`config.mk`:
```
export PLATFORM = sky130hd
export DESIGN_NAME = ecr_ctrl
export DESIGN_NICKNAME = d
export VERILOG_FILES = /design/src/rtl/ecr_pkg.sv /design/src/rtl/ecr_ctrl.sv
export SDC_FILE = /design/constraint.sdc
export NUM_CORES = 1
export LEC_CHECK = 0
export BUFFER_PORTS_ARGS = -buffer_cell sky130_fd_sc_hd__buf_4
export CAP_MARGIN = 15
export CORE_AREA = 2 2 39 41
export CTS_BUF_LIST = sky130_fd_sc_hd__clkbuf_4 sky130_fd_sc_hd__clkbuf_8 sky130_fd_sc_hd__clkbuf_16
export DETAILED_ROUTE_END_ITERATION = 8
export DIE_AREA = 0 0 41 43
export SLEW_MARGIN = 10
export SYNTH_ARGS = -nofsm -noshare
export SYNTH_HDL_FRONTEND = slang
export SYNTH_SLANG_ARGS = --single-unit
```
`constraint.sdc`:
```
create_clock -name i_clk -period 1.28 [get_ports i_clk]
set_input_delay 0.128 -clock i_clk [delete_from_list [all_inputs] [get_ports i_clk]]
set_output_delay 0.128 -clock i_clk [all_outputs]
set_load 0.02 [all_outputs]
```
`src/rtl/ecr_pkg.sv`:
```
// Shared types and constants for the entity/component registry.
// No dependencies; used by every module of the block but ecr_ram.
package ecr_pkg;

    localparam int N_ENT   = 64;
    localparam int N_COMP  = 8;
    localparam int ENT_W   = 6;
    localparam int COMP_W  = 3;
    localparam int CNT_W   = 7;
    localparam int SIG_W   = 8;
    localparam int SET_AW  = COMP_W + ENT_W;
    localparam int SET_D   = N_ENT * N_COMP;
    localparam int SOE_W   = ENT_W + 1;

    typedef enum logic [1:0] {
        OP_CREATE   = 2'd0,
        OP_REMOVE   = 2'd1,
        OP_ASSOC    = 2'd2,
        OP_UNASSOC  = 2'd3
    } t_op;

    // controller -> datapath
    typedef struct packed {
        logic load;
        logic look;
        logic cr_id;
        logic cr_sig;
        logic assoc;
        logic chk;
        logic mv;
        logic next_comp;
        logic clr;
    } t_dp_cmd;

    // datapath -> controller
    typedef struct packed {
        t_op  op;
        logic clr_last;
        logic can_create;
        logic can_free;
        logic hit;
        logic move;
        logic last_comp;
    } t_dp_stat;

endpackage

```
`src/rtl/ecr_ctrl.sv`:
```
// Sequencer for the registry: clearing sweep, then one request at a time.
// Depends on ecr_pkg.
module ecr_ctrl
    import ecr_pkg::*;
(
    input  logic     i_clk,
    input  logic     i_rst_n,
    input  logic     start,
    input  t_dp_stat i_stat,
    output t_dp_cmd  o_cmd,
    output logic     busy,
    output logic     o_valid
);

    typedef enum logic [2:0] {
        S_CLEAR, S_IDLE, S_LOOK, S_CR_ID, S_CR_SIG, S_ASSOC, S_CHK, S_MV
    } t_state;

    // S_RD folded into S_CHK entry by re-reading: a separate flag, r_rd, marks the read
    typedef enum logic {RD_NO, RD_YES} t_rd;

    t_state r_state, n_state;
    t_rd    r_rd;
    logic   n_rd;
    logic   n_valid;
    logic   r_valid;

    always_comb begin
        o_cmd   = '0;
        n_state = r_state;
        n_valid = 1'b0;
        n_rd    = 1'b0;
        unique case (r_state)
            S_CLEAR: begin
                o_cmd.clr = 1'b1;
                if (i_stat.clr_last) n_state = S_IDLE;
            end
            S_IDLE: begin
                if (start) begin
                    o_cmd.load = 1'b1;
                    n_state    = S_LOOK;
                end
            end
            S_LOOK: begin
                o_cmd.look = 1'b1;
                unique case (i_stat.op)
                    OP_CREATE: begin
                        if (i_stat.can_create) n_state = S_CR_ID;
                        else begin
                            n_state = S_IDLE;
                            n_valid = 1'b1;
                        end
                    end
                    OP_REMOVE: begin
                        if (i_stat.can_free) n_state = S_CHK;
                        else begin
                            n_state = S_IDLE;
                            n_valid = 1'b1;
                        end
                    end
                    OP_ASSOC:   n_state = S_ASSOC;
                    OP_UNASSOC: n_state = S_CHK;
                    default:    n_state = S_IDLE;
                endcase
            end
            S_CR_ID: begin
                o_cmd.cr_id = 1'b1;
                n_state     = S_CR_SIG;
            end
            S_CR_SIG: begin
                o_cmd.cr_sig = 1'b1;
                n_state      = S_IDLE;
                n_valid      = 1'b1;
            end
            S_ASSOC: begin
                o_cmd.assoc = 1'b1;
                n_state     = S_IDLE;
                n_valid     = 1'b1;
            end
            S_CHK: begin
                if (r_rd == RD_YES) begin
                    // read of the next component's entry is in flight
                    n_state = S_CHK;
                end else begin
                    o_cmd.chk = 1'b1;
                    if (i_stat.hit && i_stat.move) begin
                        n_state = S_MV;
                    end else if (i_stat.op == OP_REMOVE && !i_stat.last_comp) begin
                        o_cmd.next_comp = 1'b1;
                        n_rd            = 1'b1;
                    end else begin
                        n_state = S_IDLE;
                        n_valid = 1'b1;
                    end
                end
            end
            S_MV: begin
                o_cmd.mv = 1'b1;
                if (i_stat.op == OP_REMOVE && !i_stat.last_comp) begin
                    o_cmd.next_comp = 1'b1;
                    n_state         = S_CHK;
                    n_rd            = 1'b1;
                end else begin
                    n_state = S_IDLE;
                    n_valid = 1'b1;
                end
            end
            default: n_state = S_IDLE;
        endcase
    end

    always_ff @(posedge i_clk) begin
        if (!i_rst_n) begin
            r_state <= S_CLEAR;
            r_rd    <= RD_NO;
            r_valid <= 1'b0;
        end else begin
            r_state <= n_state;
            r_rd    <= n_rd ? RD_YES : RD_NO;
            r_valid <= n_valid;
        end
    end

    assign busy    = (r_state != S_IDLE);
    assign o_valid = r_valid;

endmodule

```
### After elaboration in Yosys (flattened, before gate mapping)

Index checks and enable logic that the tools add are counted.
W data, S select, Z words.

| cells by class | value |
|---|---|
| equal/unequal tests | 14 |
| multiplexer cells | 32 |
| reductions and logical operators | 7 |

Operator list:

| operator | count |
|---|---|
| $mux W3 | 7 |
| $pmux W3 S7 | 1 |
| $mux W1 | 19 |
| $eq A3 B3 Y1 const B | 4 |
| $pmux W3 S4 | 1 |
| $eq A3 B2 Y1 const B | 2 |
| $eq A2 B2 Y1 const B | 2 |
| $ne A2 B2 Y1 const B | 2 |
| $ne A4 B4 Y1 const B | 1 |
| $pmux W1 S2 | 2 |
| $pmux W1 S4 | 1 |
| $eq A3 B1 Y1 const B | 1 |
| $logic_not A3 Y1 | 1 |
| $ne A3 B1 Y1 const B | 1 |
| $reduce_and A3 Y1 | 1 |
| $eq A2 B1 Y1 const B | 1 |
| $logic_and A1 B1 Y1 | 2 |
| $logic_not A2 Y1 | 1 |
| $mux W2 | 1 |
| $reduce_or A2 Y1 | 1 |
| $logic_not A1 Y1 | 1 |

| word-level totals | value |
|---|---|
| register bits after elaboration | 5 |
| bits of input ports | 11 |
| output and inout port bits | 11 |
| logic and storage cells | 56 |

### Logic depth before layout (Yosys ltp)

| depth | value |
|---|---|
| word-level depth | 7 |
| depth in mapped cells | 5 |
| mapped depth without buffers | 4 |

### Worst setup path after synthesis

No wires, ideal clock.

| timing | value |
|---|---|
| path type | reg2out |
| start | register r_state[2] |
| end | output o_cmd[5] (netlist bit) |
| arrival | 1.137 ns |
| required time | 1.152 ns |
| path slack | 0.015 ns |
| stages on the path, launching flop included | 4 |
| buffers on the path | 1 |
| cells stage by stage | dfxtp_1 > buf_2 > inv_2 > nor3_1 |

RTL lines:

| what | line | RTL |
|---|---|---|
| start: declaration | ecr_ctrl.sv:22 | `t_state r_state, n_state;` |
| start signal: assignment | ecr_ctrl.sv:118 | `r_state <= n_state;` |
| end: declaration | ecr_ctrl.sv:10 | `output t_dp_cmd o_cmd,` |

==> flow_summary.toml <==
[clocking]
h-tree-depth = 1
cts_buffers = 3
cts_tree = "done"
cts_buffer_depth = 2
clk_pin_slew_ns = 0.05
worstSkewPairLatency_ns = 0.25
ctsRootBufferMaster = "clkbuf_4"
hold_buffers = 0
clkSinkCount = 5

[setup_path]
worstSetupStartpointType = "flip-flop"
crit_type = "reg -> out"
crit_family = "simple AND/OR/NAND/NOR gates"
r2r-end = "r_state[0]$_SDFFE_PN0P_"
cp-end-kind = "primary output"
r2r-start = "r_state[0]$_SDFFE_PN0P_"
critPathSlowestCell = "dfxtp_2"
critPathMaxFanout = 4
r2r_setup_slack_ns = 0.03
ff2ff_path_depth = 5
cp_data_arrival_time_ns = 1.17
critPathBufInv = 1
cp_data_required_time_ns = 1.15
cp_cell_sequence = "and4bb_1 -> a21oi_2 -> nor2_2 -> buf_6"
cp_slowest_stage_delay_ns = 0.33

[layout]
drive_above_1_share = 0.590
fin_area_um2 = 697
antennaDiodeCount = 0
area_delta_synth_final_pct = 80.8
nNetsFinal = 95
stdcell_count = 99

[synth]
synth-edff-count = 0
yosysUniqueCellTypes = 23
postSynthCellCount = 53
synth_seq_cells = 5
synth_top_area_frac = 0.260
yosysWarningCount = 0
synth_area_leaders = "dfxtp_1 26%, a21oi_1 9.1%, nor3_1 5.2%"
synthesis.area_um2 = 385
avgSynthCellArea_um2 = 7.27
synthArstFlopShare = 0
ys_seq_area_frac = 0.260
synth_common_cells = "7 x a21oi_1, 5 x dfxtp_1, 5 x nand2_1"
yosysTopAreaCell = "dfxtp_1"
syn_nets = 64
synth_ff_type = "dfxtp_1"
synth_most_common_cell = "a21oi_1"

[flow_run]
maxCapViolCount = 0

[sta]
max_slew_margin = 0.823
finalSetupViolations = 2
fin_crit_ns = 1.30
rsz0062_at_grt = "yes"
clock_skew_ns = 0.00282
final_hold_viol_count = 0
final.setup.worst_slack_ns = -0.0181
setup_tns_ns = -0.0181
max_freq_ghz = 0.770
worst-slew-pin-transition_ns = 0.261
finalCritPeriodShare = 1.01
finalMaxSlewViolations = 0

[die]
fp.dieH_um = 43
die_area_um2 = 1760
design.core.area_um2 = 1380
die_w_um = 41
fp-row-count = 14
start_util = 0.278
pin_count = 22

[routing]
vias_per_cell = 5.02
routed_wl_um = 1190
drc_errors = 0
firstDrtPassIters = 4
wire_per_inst_um = 12.0
dr.first_iter.drc_count = 9
ant_nets = 0
dr_total_vias = 497

[worst_hold_path]
whs_path_depth = 2
worstHoldStart = "i_rst_n"
hold_end = "r_rd$_SDFF_PN0_"
hold_class = "in -> reg"

[grt]
first_global_vias = 410
gr-usage-all-layers = 0.153
antenna_found_initial = 0
grt_max_degree = 9
overflow = 0
grt_pass1_wl_um = 1780

[placed_design]
hpwl_um = 892
gp_congestion = 0.785
io_buffer_count = 21
place_inst = 92
place_area_um2 = 586

[status]
violations = "negative setup slack"
status = "complete, but fails checks"

[pwr]
irDropWorstVdd_uv = 364
power.density_nw_per_um2 = 729
p_leak_uw = 0.000321
report_power, final:
part	internal (uW)	switching [uW]	total, uW
Sequential	159	3.42	163
Clock	140	76.2	216
Combinational	69.1	60.5	130
Total	368	140	508
cell usage in the layout, fill, tap and decap left out, drive strengths merged:
master   n
nor3     6
o41ai    1
clkbuf   4
nand3    1
o21ai    6
a31oi    1
and4bb   1
a21oi    7
a21o     1
and3     3
nor2     2
buf     30
or2      2
or3b     1
a211oi   1
a311oi   1
inv      2
dfxtp    5
and2     1
nand2    5
nand2b   2
state kept, by name, summed over array words and instances (netlist names):
| name | cells |
|---|---|
| o_valid | 1 |
| r_rd | 1 |
| r_state | 3 |
through the flow:
| stage | util | hold WS (ns) | setup WS (ns) | power (uW) |
|---|---|---|---|---|
| floorplan | - | 0.250 | 0.0152 | 217 |
| global placement | 0.423 | 0.380 | 0.107 | 275 |
| detailed placement | 0.423 | 0.383 | 0.0893 | 275 |
| CTS | 0.472 | 0.124 | -0.0732 | 503 |
| global route | 0.504 | 0.145 | -0.0872 | 532 |
| finish | 0.504 | 0.127 | -0.0181 | 508 |
per-layer routing:
layer / vias to the layer above / track usage / routed length [um]
li1: 253 / - / -
met1: 228 / 0.189 / 541
met2: 12 / 0.228 / 564
met3: 4 / 0.0314 / 48
met4: 0 / 0.100 / 36
met5: - / 0 / 0
worst reg2reg max path, cell delays in order (launching register included):
cell      delay, ns
dfxtp_4        0.35
buf_4          0.15
buf_4          0.15
nor3_1         0.24
a311oi_2       0.08
nor3_1         0.20
what timing repair did:
item	in CTS	in global routing
buffers inserted	3	0
pin swaps	2	4
setup endpoints to repair	7	8
resized for setup	5	12
kinds of logic after synthesis:
group,synth area share
simple gates,0.377
compound gates,0.286
buf+inv,0.0779
flops,0.260
area by class of cell:
class                           count  area, um^2
Fill cell                         133         687
Multi-Input combinational cell     42         292
Timing Repair Buffer               30         240
Sequential cell                     5         108
Clock buffer                        4        30.0
Tap cell                           16        20.0
Inverter                            2        7.51
how the worst max path moves through the flow:
stage          cells past startpoint                     from       end  slack [ns]
6_report                           4          r_rd$_SDFF_PN0_  o_cmd[1]       -0.02
5_1_grt                            4          r_rd$_SDFF_PN0_  o_cmd[1]       -0.09
4_1_cts                            4  r_state[0]$_SDFFE_PN0P_  o_cmd[1]       -0.07
3_5_place_dp                       4  r_state[0]$_SDFFE_PN0P_  o_cmd[1]        0.09
3_3_place_gp                       4  r_state[0]$_SDFFE_PN0P_  o_cmd[1]        0.11
2_1_floorplan                      3  r_state[2]$_SDFFE_PN0P_  o_cmd[5]        0.02
No activity file was read; power rests on OpenSTA's default activity.
